## src/hw/rtl/gcub_pkg.sv

```systemverilog
// Shared types and constants for the glyph coverage unpack and blend block.
// Used by the front end, the item queue, the back end and the top level.
// No dependencies.
`default_nettype none

package gcub_pkg;

   // Bits-per-pixel codes held in the depth register.
   localparam logic [1:0] DEPTH_1BPP = 2'd0;
   localparam logic [1:0] DEPTH_2BPP = 2'd1;
   localparam logic [1:0] DEPTH_4BPP = 2'd2;
   localparam logic [1:0] DEPTH_8BPP = 2'd3;
   localparam logic [1:0] DEPTH_RESET = DEPTH_8BPP;

   // Register index of depth_code, taken from address bit 2.
   localparam logic REG_DEPTH_CODE = 1'b0;
   localparam int   CSR_ADDR_W = 3;

   localparam int QUEUE_DEPTH = 4;
   localparam int QPTR_W = $clog2(QUEUE_DEPTH);

   // 65535 / 15; (x + 1) * RECIP_15 >> 16 equals x / 15 for x below 65535.
   localparam logic [12:0] RECIP_15 = 13'd4369;

   typedef struct packed {
      logic [7:0]  data_byte;
      logic [3:0]  count;
      logic [15:0] back_color;
      logic [15:0] fore_color;
      logic        glyph_end;
      logic [1:0]  depth;
   } item_type;

   typedef struct packed {
      logic full;
      logic not_empty;
   } queue_status_type;

endpackage

`default_nettype wire

```

## src/hw/rtl/glyph_coverage_unpack_blend_core.sv

```systemverilog
// Glyph coverage unpack and blend: each request carries one packed glyph byte and two
// 4x4-bit colors; the block emits one blended 32-bit pixel per clock unless rsp_stall
// holds it, and clamps each request's pixel count to the byte capacity (up to eight
// pixels at one bit per pixel). The back end's unpack sequencer issues one pixel per
// cycle while the blend stage is free into a two-stage blend pipeline (products, then
// the divide by 15). A four-entry queue lets the request side run ahead.
// Requests with a zero count produce nothing. The user must write the depth register
// (address 0) only while the block is idle; the block itself does not enforce it.
`default_nettype none

module glyph_coverage_unpack_blend_core import gcub_pkg::*; (
   input  wire logic                  clock,
   input  wire logic                  reset,
   input  wire logic                  req_valid,
   output logic                       req_stall,
   input  wire logic [7:0]            req_data_byte,
   input  wire logic [3:0]            req_pixel_count,
   input  wire logic [15:0]           req_back_color,
   input  wire logic [15:0]           req_fore_color,
   input  wire logic                  req_glyph_end,
   output logic                       rsp_valid,
   input  wire logic                  rsp_stall,
   output logic [31:0]                rsp_pixel_word,
   output logic                       rsp_last_pixel,
   input  wire logic                  psel,
   input  wire logic                  penable,
   input  wire logic                  pwrite,
   input  wire logic [CSR_ADDR_W-1:0] paddr,
   input  wire logic [31:0]           pwdata,
   output logic [31:0]                prdata,
   output logic                       pready
);

   logic [1:0]       depth_ff;
   logic             q_push, q_pop;
   item_type         push_item, head_item;
   queue_status_type q_status;
   logic             wr_depth;

   assign pready   = 1'b1;
   assign wr_depth = psel && penable && pwrite && (paddr[2] == REG_DEPTH_CODE);
   assign prdata   = (paddr[2] == REG_DEPTH_CODE) ? {30'd0, depth_ff} : 32'd0;

   always_ff @(posedge clock) begin
      if (reset) begin
         depth_ff <= DEPTH_RESET;
      end else if (wr_depth) begin
         depth_ff <= pwdata[1:0];
      end
   end

   gcub_front u_front (
      .clock           (clock),
      .reset           (reset),
      .req_valid       (req_valid),
      .req_stall       (req_stall),
      .req_data_byte   (req_data_byte),
      .req_pixel_count (req_pixel_count),
      .req_back_color  (req_back_color),
      .req_fore_color  (req_fore_color),
      .req_glyph_end   (req_glyph_end),
      .depth           (depth_ff),
      .q_status        (q_status),
      .q_push          (q_push),
      .q_item          (push_item)
   );

   gcub_queue u_queue (
      .clock     (clock),
      .reset     (reset),
      .push      (q_push),
      .push_item (push_item),
      .pop       (q_pop),
      .head_item (head_item),
      .status    (q_status)
   );

   gcub_back u_back (
      .clock          (clock),
      .reset          (reset),
      .q_status       (q_status),
      .head_item      (head_item),
      .q_pop          (q_pop),
      .rsp_valid      (rsp_valid),
      .rsp_stall      (rsp_stall),
      .rsp_pixel_word (rsp_pixel_word),
      .rsp_last_pixel (rsp_last_pixel)
   );

endmodule

`default_nettype wire

```

## src/hw/rtl/gcub_front.sv

```systemverilog
// Front end: accepts requests, clamps the pixel count to the byte capacity
// and drops requests that emit nothing. Depends on gcub_pkg.
`default_nettype none

module gcub_front import gcub_pkg::*; (
   input  wire logic             clock,
   input  wire logic             reset,
   input  wire logic             req_valid,
   output logic                  req_stall,
   input  wire logic [7:0]       req_data_byte,
   input  wire logic [3:0]       req_pixel_count,
   input  wire logic [15:0]      req_back_color,
   input  wire logic [15:0]      req_fore_color,
   input  wire logic             req_glyph_end,
   input  wire logic [1:0]       depth,
   input  wire queue_status_type q_status,
   output logic                  q_push,
   output item_type              q_item
);

   logic     f_valid_ff, f_valid_in;
   item_type f_item_ff;
   logic     accept;
   logic [3:0] per_byte;
   logic [3:0] clamped;

   assign per_byte = 4'd8 >> depth;
   assign clamped  = (req_pixel_count > per_byte) ? per_byte : req_pixel_count;

   assign req_stall = f_valid_ff && q_status.full;
   assign accept    = req_valid && !req_stall;
   assign q_push    = f_valid_ff && !q_status.full;
   assign q_item    = f_item_ff;

   always_comb begin
      if (accept && (clamped != 4'd0)) begin
         f_valid_in = 1'b1;
      end else if (q_push) begin
         f_valid_in = 1'b0;
      end else begin
         f_valid_in = f_valid_ff;
      end
   end

   always_ff @(posedge clock) begin
      if (reset) begin
         f_valid_ff <= 1'b0;
      end else begin
         f_valid_ff <= f_valid_in;
      end
   end

   always_ff @(posedge clock) begin
      if (accept) begin
         f_item_ff.data_byte  <= req_data_byte;
         f_item_ff.count      <= clamped;
         f_item_ff.back_color <= req_back_color;
         f_item_ff.fore_color <= req_fore_color;
         f_item_ff.glyph_end  <= req_glyph_end;
         f_item_ff.depth      <= depth;
      end
   end

endmodule

`default_nettype wire

```

## src/hw/rtl/gcub_queue.sv

```systemverilog
// Short queue of classified items between the front and back ends.
// Depends on gcub_pkg.
`default_nettype none

module gcub_queue import gcub_pkg::*; (
   input  wire logic        clock,
   input  wire logic        reset,
   input  wire logic        push,
   input  wire item_type    push_item,
   input  wire logic        pop,
   output item_type         head_item,
   output queue_status_type status
);

   item_type          entries_ff [QUEUE_DEPTH];
   logic [QPTR_W-1:0] wr_ptr_ff, rd_ptr_ff;
   logic [QPTR_W:0]   fill_ff, fill_in;

   assign status.full      = (fill_ff == (QPTR_W+1)'(QUEUE_DEPTH));
   assign status.not_empty = (fill_ff != '0);
   assign head_item        = entries_ff[rd_ptr_ff];

   always_comb begin
      fill_in = fill_ff;
      if (push && !pop) begin
         fill_in = fill_ff + (QPTR_W+1)'(1);
      end else if (pop && !push) begin
         fill_in = fill_ff - (QPTR_W+1)'(1);
      end
   end

   always_ff @(posedge clock) begin
      if (reset) begin
         wr_ptr_ff <= '0;
         rd_ptr_ff <= '0;
         fill_ff   <= '0;
      end else begin
         fill_ff <= fill_in;
         if (push) begin
            wr_ptr_ff <= wr_ptr_ff + QPTR_W'(1);
         end
         if (pop) begin
            rd_ptr_ff <= rd_ptr_ff + QPTR_W'(1);
         end
      end
   end

   always_ff @(posedge clock) begin
      if (push) begin
         entries_ff[wr_ptr_ff] <= push_item;
      end
   end

endmodule

`default_nettype wire

```

## src/hw/rtl/gcub_back.sv

```systemverilog
// Back end: unpacks one pixel per unstalled cycle from the current item, forms the
// blend sums, divides by 15 and drives the response register. Depends on gcub_pkg.
`default_nettype none

module gcub_back import gcub_pkg::*; (
   input  wire logic             clock,
   input  wire logic             reset,
   input  wire queue_status_type q_status,
   input  wire item_type         head_item,
   output logic                  q_pop,
   output logic                  rsp_valid,
   input  wire logic             rsp_stall,
   output logic [31:0]           rsp_pixel_word,
   output logic                  rsp_last_pixel
);

   // Current item and unpack position.
   logic       cur_valid_ff, cur_valid_in;
   item_type   cur_ff;
   logic [7:0] shreg_ff;
   logic [2:0] idx_ff;

   // Blend sum stage.
   logic        s1_valid_ff, s1_valid_in;
   logic [11:0] s1_sum_ff [4];
   logic        s1_last_ff;

   // Response register.
   logic        out_valid_ff, out_valid_in;
   logic [31:0] out_word_ff;
   logic        out_last_ff;

   logic out_free, s1_free, s1_adv, issue, is_last, done;
   logic [7:0] coverage, uncover, shifted;
   logic [11:0] sum [4];
   logic [31:0] word;

   assign out_free = !out_valid_ff || !rsp_stall;
   assign s1_adv   = s1_valid_ff && out_free;
   assign s1_free  = !s1_valid_ff || out_free;
   assign issue    = cur_valid_ff && s1_free;
   assign is_last  = (({1'b0, idx_ff} + 4'd1) == cur_ff.count);
   assign done     = issue && is_last;
   assign q_pop    = q_status.not_empty && (!cur_valid_ff || done);

   // Coverage from the top pixel; replicating the value scales it to 0..255.
   always_comb begin
      unique case (cur_ff.depth)
         DEPTH_1BPP: begin
            coverage = {8{shreg_ff[7]}};
            shifted  = {shreg_ff[6:0], 1'b0};
         end
         DEPTH_2BPP: begin
            coverage = {4{shreg_ff[7:6]}};
            shifted  = {shreg_ff[5:0], 2'b0};
         end
         DEPTH_4BPP: begin
            coverage = {2{shreg_ff[7:4]}};
            shifted  = {shreg_ff[3:0], 4'b0};
         end
         default: begin
            coverage = shreg_ff;
            shifted  = 8'd0;
         end
      endcase
   end

   assign uncover = 8'hff - coverage;

   always_comb begin
      for (int t = 0; t < 4; t++) begin
         sum[t] = 12'(uncover) * 12'(cur_ff.back_color[4*t +: 4])
                + 12'(coverage) * 12'(cur_ff.fore_color[4*t +: 4]);
      end
   end

   always_comb begin
      logic [24:0] prod;
      prod = '0;
      for (int t = 0; t < 4; t++) begin
         prod = 25'(s1_sum_ff[t] + 12'd1) * 25'(RECIP_15);
         word[8*t +: 8] = prod[23:16];
      end
   end

   always_comb begin
      if (q_pop) begin
         cur_valid_in = 1'b1;
      end else if (done) begin
         cur_valid_in = 1'b0;
      end else begin
         cur_valid_in = cur_valid_ff;
      end
   end

   always_comb begin
      s1_valid_in  = s1_free ? issue : s1_valid_ff;
      out_valid_in = out_free ? s1_valid_ff : out_valid_ff;
   end

   always_ff @(posedge clock) begin
      if (reset) begin
         cur_valid_ff <= 1'b0;
         s1_valid_ff  <= 1'b0;
         out_valid_ff <= 1'b0;
      end else begin
         cur_valid_ff <= cur_valid_in;
         s1_valid_ff  <= s1_valid_in;
         out_valid_ff <= out_valid_in;
      end
   end

   always_ff @(posedge clock) begin
      if (q_pop) begin
         cur_ff   <= head_item;
         shreg_ff <= head_item.data_byte;
         idx_ff   <= 3'd0;
      end else if (issue) begin
         shreg_ff <= shifted;
         idx_ff   <= idx_ff + 3'd1;
      end
      if (issue) begin
         for (int t = 0; t < 4; t++) begin
            s1_sum_ff[t] <= sum[t];
         end
         s1_last_ff <= is_last && cur_ff.glyph_end;
      end
      if (s1_adv) begin
         out_word_ff <= word;
         out_last_ff <= s1_last_ff;
      end
   end

   assign rsp_valid      = out_valid_ff;
   assign rsp_pixel_word = out_word_ff;
   assign rsp_last_pixel = out_last_ff;

   a_idx_in_range: assert property (@(posedge clock) disable iff (reset)
      cur_valid_ff |-> ({1'b0, idx_ff} < cur_ff.count))
      else $error("unpack position ran past the pixel count");

   a_s1_held: assert property (@(posedge clock) disable iff (reset)
      (s1_valid_ff && out_valid_ff && rsp_stall) |=> s1_valid_ff)
      else $error("blend stage dropped a pixel while the output stalled");

   a_no_issue_on_stall: assert property (@(posedge clock) disable iff (reset)
      (s1_valid_ff && out_valid_ff && rsp_stall) |-> !issue)
      else $error("pixel issued into an occupied blend stage");

   a_pop_when_free: assert property (@(posedge clock) disable iff (reset)
      q_pop |-> (!cur_valid_ff || done))
      else $error("queue popped while the current item still had pixels");

endmodule

`default_nettype wire

```

## config.mk

```make
export PLATFORM = sky130hd
export DESIGN_NAME = glyph_coverage_unpack_blend_core
export DESIGN_NICKNAME = d
export VERILOG_FILES = /design/src/hw/rtl/gcub_pkg.sv /design/src/hw/rtl/glyph_coverage_unpack_blend_core.sv /design/src/hw/rtl/gcub_front.sv /design/src/hw/rtl/gcub_queue.sv /design/src/hw/rtl/gcub_back.sv
export SDC_FILE = /design/constraint.sdc
export NUM_CORES = 1
export LEC_CHECK = 0
export ABC_AREA = 1
export BUFFER_PORTS_ARGS = -buffer_cell sky130_fd_sc_hd__buf_2
export CAP_MARGIN = 20
export CELL_PAD_IN_SITES_DETAIL_PLACEMENT = 0
export CELL_PAD_IN_SITES_GLOBAL_PLACEMENT = 2
export CORE_MARGIN = 2
export CORE_UTILIZATION = 41
export DETAILED_ROUTE_END_ITERATION = 8
export PLACE_DENSITY = 0.79
export SLEW_MARGIN = 40
export SYNTH_ARGS = -nofsm -noshare
export SYNTH_HDL_FRONTEND = slang
export SYNTH_SLANG_ARGS = --single-unit
```

## constraint.sdc

```tcl
create_clock -name clock -period 7 [get_ports clock]
set_clock_uncertainty 0.2 [all_clocks]
set_input_delay 1.4 -clock clock [delete_from_list [all_inputs] [get_ports clock]]
set_output_delay 1.4 -clock clock [all_outputs]
set_load 0.01 [all_outputs]
```

==> metrics.log <==
INFO  metric initial_utilization = 41.3%
INFO  metric max_cap_violations = 0
INFO  metric portBuffers = 91
INFO  metric worst_ep_arrival_time = 5.92 ns
INFO  metric ys_seq_elements = between 300 and 400
INFO  metric clockBufferDepth = 3
INFO  metric hold_buffers = 0
INFO  metric coreArea = 68,500 sq um
INFO  metric synth_async_sr_flop_share = 0%
INFO  metric critPathCapture = u_back.s1_sum_ff[3][8]$_DFFE_PP_
INFO  metric insertedDiodeCount = 0
INFO  metric path_max_fanout = 20
INFO  metric syn_warnings = 0
INFO  metric cts-root-buf = sky130_fd_sc_hd__clkbuf_16
INFO  metric type_of_origin_of_the_critical_path = flip-flop
INFO  metric synthTopCellsByArea = sky130_fd_sc_hd__edfxtp_1 (39%), sky130_fd_sc_hd__ha_1 (14%), sky130_fd_sc_hd__fa_1 (14%), sky130_fd_sc_hd__inv_1 (7.4%), sky130_fd_sc_hd__nand2_1 (5.3%)
INFO  metric synth.cells.most_frequent = sky130_fd_sc_hd__inv_1 (559), sky130_fd_sc_hd__nand2_1 (400), sky130_fd_sc_hd__nor2_1 (376)
INFO  metric layout.nets = 3,613
INFO  metric std_cell_rows = 96
INFO  metric timing.max_slew.rel_slack = 48.0%
INFO  metric dr_total_vias = 19,145
INFO  metric gp_congestion = 0.854
INFO  metric synth.avg_cell_area = approximately 9.7 sq um
INFO  metric via_per_inst = approximately 4.9
INFO  metric wire_per_inst = approximately 15 um
INFO  metric gr-total-overflow = 0
INFO  metric fillerInstances = 6,571
INFO  metric worstPathRequired = 7.11 ns
INFO  metric r2r_slack = about 1.2 ns
INFO  metric post-route-min-period = 5.80 ns
INFO  metric chipWidth = 267 um
INFO  metric netlist_area = 28,300 sq um
INFO  metric area_delta_synth_final = 10.5%
INFO  metric grt_pass1_wl = 98,500 um
INFO  metric run_status = complete, no violations
INFO  metric detail-route-antenna-nets = 0
INFO  metric cts.clk_slew.worst_paths = 0.06 ns
INFO  metric finalSetupViolations = 0
INFO  metric worst-setup-path-type = flip-flop to flip-flop
INFO  metric holdCritPathClass = flip-flop to flip-flop
INFO  metric drive_gt1_share = 7.14%
INFO  metric crit_path_end_kind = flip-flop
INFO  metric hold_violations = 0
INFO  metric finish.instance_area = 31,200 sq um
INFO  metric synth.top_cell.area_share = about two fifths
INFO  metric regToRegEndpoint = u_back.s1_sum_ff[3][8]$_DFFE_PP_
INFO  metric setup_total_negative_slack = 0 ns
INFO  metric io_pins = 155
INFO  metric clkLatencyLatePin = 0.58 ns
INFO  metric synthDistinctLibCells = between 40 and 50
INFO  metric netlist_instances = 2,910
INFO  metric timing_worst_slew_pin_value = 0.779 ns
INFO  metric dpl_cell_area = 29,700 sq um
INFO  metric synth_most_common_cell = sky130_fd_sc_hd__inv_1
INFO  metric crit_reg_reg_startpoint = u_back.cur_ff[1]$_DFFE_PP_
INFO  metric cts_repair_resize_count = 0
INFO  metric rr_worst_depth = 22
INFO  metric detailedRoute.firstPassIterationCount = 5
INFO  metric timing.critical_path.from = u_back.cur_ff[1]$_DFFE_PP_
INFO  metric cts_inserted_buffers = 44
INFO  metric setup_repair_after_global_routing_missed_its_margin = false
INFO  metric achievable-frequency = about 170 MHz
INFO  metric clkSinkCount = 382
INFO  metric maxSlewViolCount = 0
INFO  metric post_cts.repair.setup_buffers = 0
INFO  metric detail_route.iter0.violations = 942
INFO  metric largest_net_degree_at_the_start_of_global_routing = between 90 and 100
INFO  metric seq_area_frac_synth = 40.0%
INFO  metric track_usage = 17.2%
INFO  metric die_height = approximately 270 um
INFO  metric floorplan.die_area = 71,000 sq um
INFO  metric routed_wl = 59,800 um
INFO  metric number_of_global_route_vias_before_repair = 19,514
INFO  metric netlist.top_cell.by_area = sky130_fd_sc_hd__edfxtp_1
INFO  metric synth_edf_count = 364
INFO  metric synth_ff_type = sky130_fd_sc_hd__edfxtp_1
INFO  metric hpwl = 45,100 um
INFO  metric cts_tree = built
INFO  metric htree_num_levels = 2
INFO  metric antenna_found_initial = 0
INFO  metric drc = 0
INFO  metric final_period_util = 82.9%
==> sequential cells by signal, summed over array words and instances (netlist names), named ones only <==
name and flops:
u_back.s1_valid_ff 1, u_back.rsp_last_pixel 1, u_back.rsp_pixel_word 32, u_front.q_item 47
u_queue.entries_ff 188, u_queue.fill_ff 3, u_back.idx_ff 3, u_front.f_valid_ff 1
u_back.s1_sum_ff 48, u_back.cur_ff 39, u_back.shreg_ff 8, u_queue.rd_ptr_ff 2
u_queue.wr_ptr_ff 2, u_back.s1_last_ff 1, u_back.rsp_valid 1, depth_ff 2
u_back.cur_valid_ff 1
==> layer usage <==
metal / track usage [%] / routed length [um] / vias up
li1: - / - / 9597
met1: 23.0 / 27700 / 9214
met2: 29.9 / 29200 / 274
met3: 2.10 / 2010 / 60
met4: 3.63 / 894 / 0
met5: 0 / 0 / -
==> critical path: stages (launching register included) <==
cell                       delay [ns]
sky130_fd_sc_hd__edfxtp_1        0.47
sky130_fd_sc_hd__nor2_2          0.24
sky130_fd_sc_hd__clkinv_2        0.14
sky130_fd_sc_hd__nor2_2          0.17
sky130_fd_sc_hd__nor3_2          0.08
sky130_fd_sc_hd__inv_1           0.07
sky130_fd_sc_hd__a21oi_2         0.03
sky130_fd_sc_hd__buf_4           0.20
sky130_fd_sc_hd__inv_2           0.36
sky130_fd_sc_hd__nand2_1         0.14
sky130_fd_sc_hd__fa_1            0.55
sky130_fd_sc_hd__inv_1           0.04
sky130_fd_sc_hd__fa_1            0.47
sky130_fd_sc_hd__fa_1            0.54
sky130_fd_sc_hd__inv_1           0.05
sky130_fd_sc_hd__fa_1            0.53
sky130_fd_sc_hd__inv_1           0.04
sky130_fd_sc_hd__ha_1            0.35
sky130_fd_sc_hd__nand2_1         0.06
sky130_fd_sc_hd__o21ai_0         0.37
sky130_fd_sc_hd__a21oi_1         0.11
sky130_fd_sc_hd__o21ai_0         0.20
sky130_fd_sc_hd__xor2_1          0.10
==> cells by family after synthesis <==
group | count (synthesis) | synth area share, %
simple gates | 915 | 13.0
buf+inv | 646 | 9.20
fa+ha+maj | 507 | 27.6
flops | 382 | 40.0
compound gates | 361 | 7.10
xor+xnor | 97 | 3.15
other cells | 2 | 0.0266
==> cell type report <==
| cell class | instances | area, sq um | share of cell area (%) |
|---|---|---|---|
| Clock buffer | 48 | 1140 | 3.64 |
| Clock inverter | 34 | 397 | 1.27 |
| Inverter | 565 | 2130 | 6.83 |
| Multi-Input combinational cell | 1915 | 14500 | 46.5 |
| Sequential cell | 382 | 11300 | 36.2 |
| Tap cell | 882 | 1100 | 3.54 |
| Timing Repair Buffer | 111 | 628 | 2.01 |
==> layout by cell type (no fill, tap or decap), types with 5 or more instances in the layout <==
cell                           n
sky130_fd_sc_hd__clkinv_2      9
sky130_fd_sc_hd__bufinv_16     6
sky130_fd_sc_hd__inv_1       555
sky130_fd_sc_hd__dfxtp_1      17
sky130_fd_sc_hd__o21ai_0     148
sky130_fd_sc_hd__nor2_1      371
sky130_fd_sc_hd__xor2_1       64
sky130_fd_sc_hd__clkbuf_16    44
sky130_fd_sc_hd__clkinvlp_4    8
sky130_fd_sc_hd__xnor2_1      30
sky130_fd_sc_hd__nor2_4        5
sky130_fd_sc_hd__a21o_1        9
sky130_fd_sc_hd__or2_2         5
sky130_fd_sc_hd__ha_1        314
sky130_fd_sc_hd__a21oi_1     111
sky130_fd_sc_hd__nand4_1      17
sky130_fd_sc_hd__nand2_1     400
sky130_fd_sc_hd__nor3_1       23
sky130_fd_sc_hd__o22ai_1      47
sky130_fd_sc_hd__edfxtp_1    364
sky130_fd_sc_hd__inv_2         5
sky130_fd_sc_hd__a211oi_1      5
sky130_fd_sc_hd__conb_1       35
sky130_fd_sc_hd__clkinv_1      7
sky130_fd_sc_hd__nand3_1      78
sky130_fd_sc_hd__buf_2        91
sky130_fd_sc_hd__fa_1        193
sky130_fd_sc_hd__buf_4        16
sky130_fd_sc_hd__o21bai_1     21
==> per-stage QoR <==
step | hold slack [ns] | utilization (%) | worst slack [ns] | std cells
detailed placement | 0.236 | 43.4 | 1.19 | 3855
finish | 0.243 | 45.6 | 1.20 | 3937
CTS | 0.252 | 45.6 | 1.17 | 3937
floorplan | 0.200 | - | 1.90 | 2943
global placement | 0.236 | 43.3 | 1.16 | 3853
global route | 0.267 | 45.6 | 0.609 | 3937
==> worst min path at each step <==
stage                                      from                               to  slack, ns  cells past startpoint
floorplan           u_back.s1_last_ff$_DFFE_PP_  u_back.rsp_last_pixel$_DFFE_PP_       0.20                      0
global placement    u_back.s1_last_ff$_DFFE_PP_  u_back.rsp_last_pixel$_DFFE_PP_       0.24                      0
detailed placement  u_back.s1_last_ff$_DFFE_PP_  u_back.rsp_last_pixel$_DFFE_PP_       0.24                      0
CTS                 u_back.s1_last_ff$_DFFE_PP_  u_back.rsp_last_pixel$_DFFE_PP_       0.25                      0
global route        u_back.s1_last_ff$_DFFE_PP_  u_back.rsp_last_pixel$_DFFE_PP_       0.27                      0
finish              u_back.s1_last_ff$_DFFE_PP_  u_back.rsp_last_pixel$_DFFE_PP_       0.24                      0
Power is not shown: default switching activity piles up to over one toggle a cycle in this logic, so the estimate is an artifact.
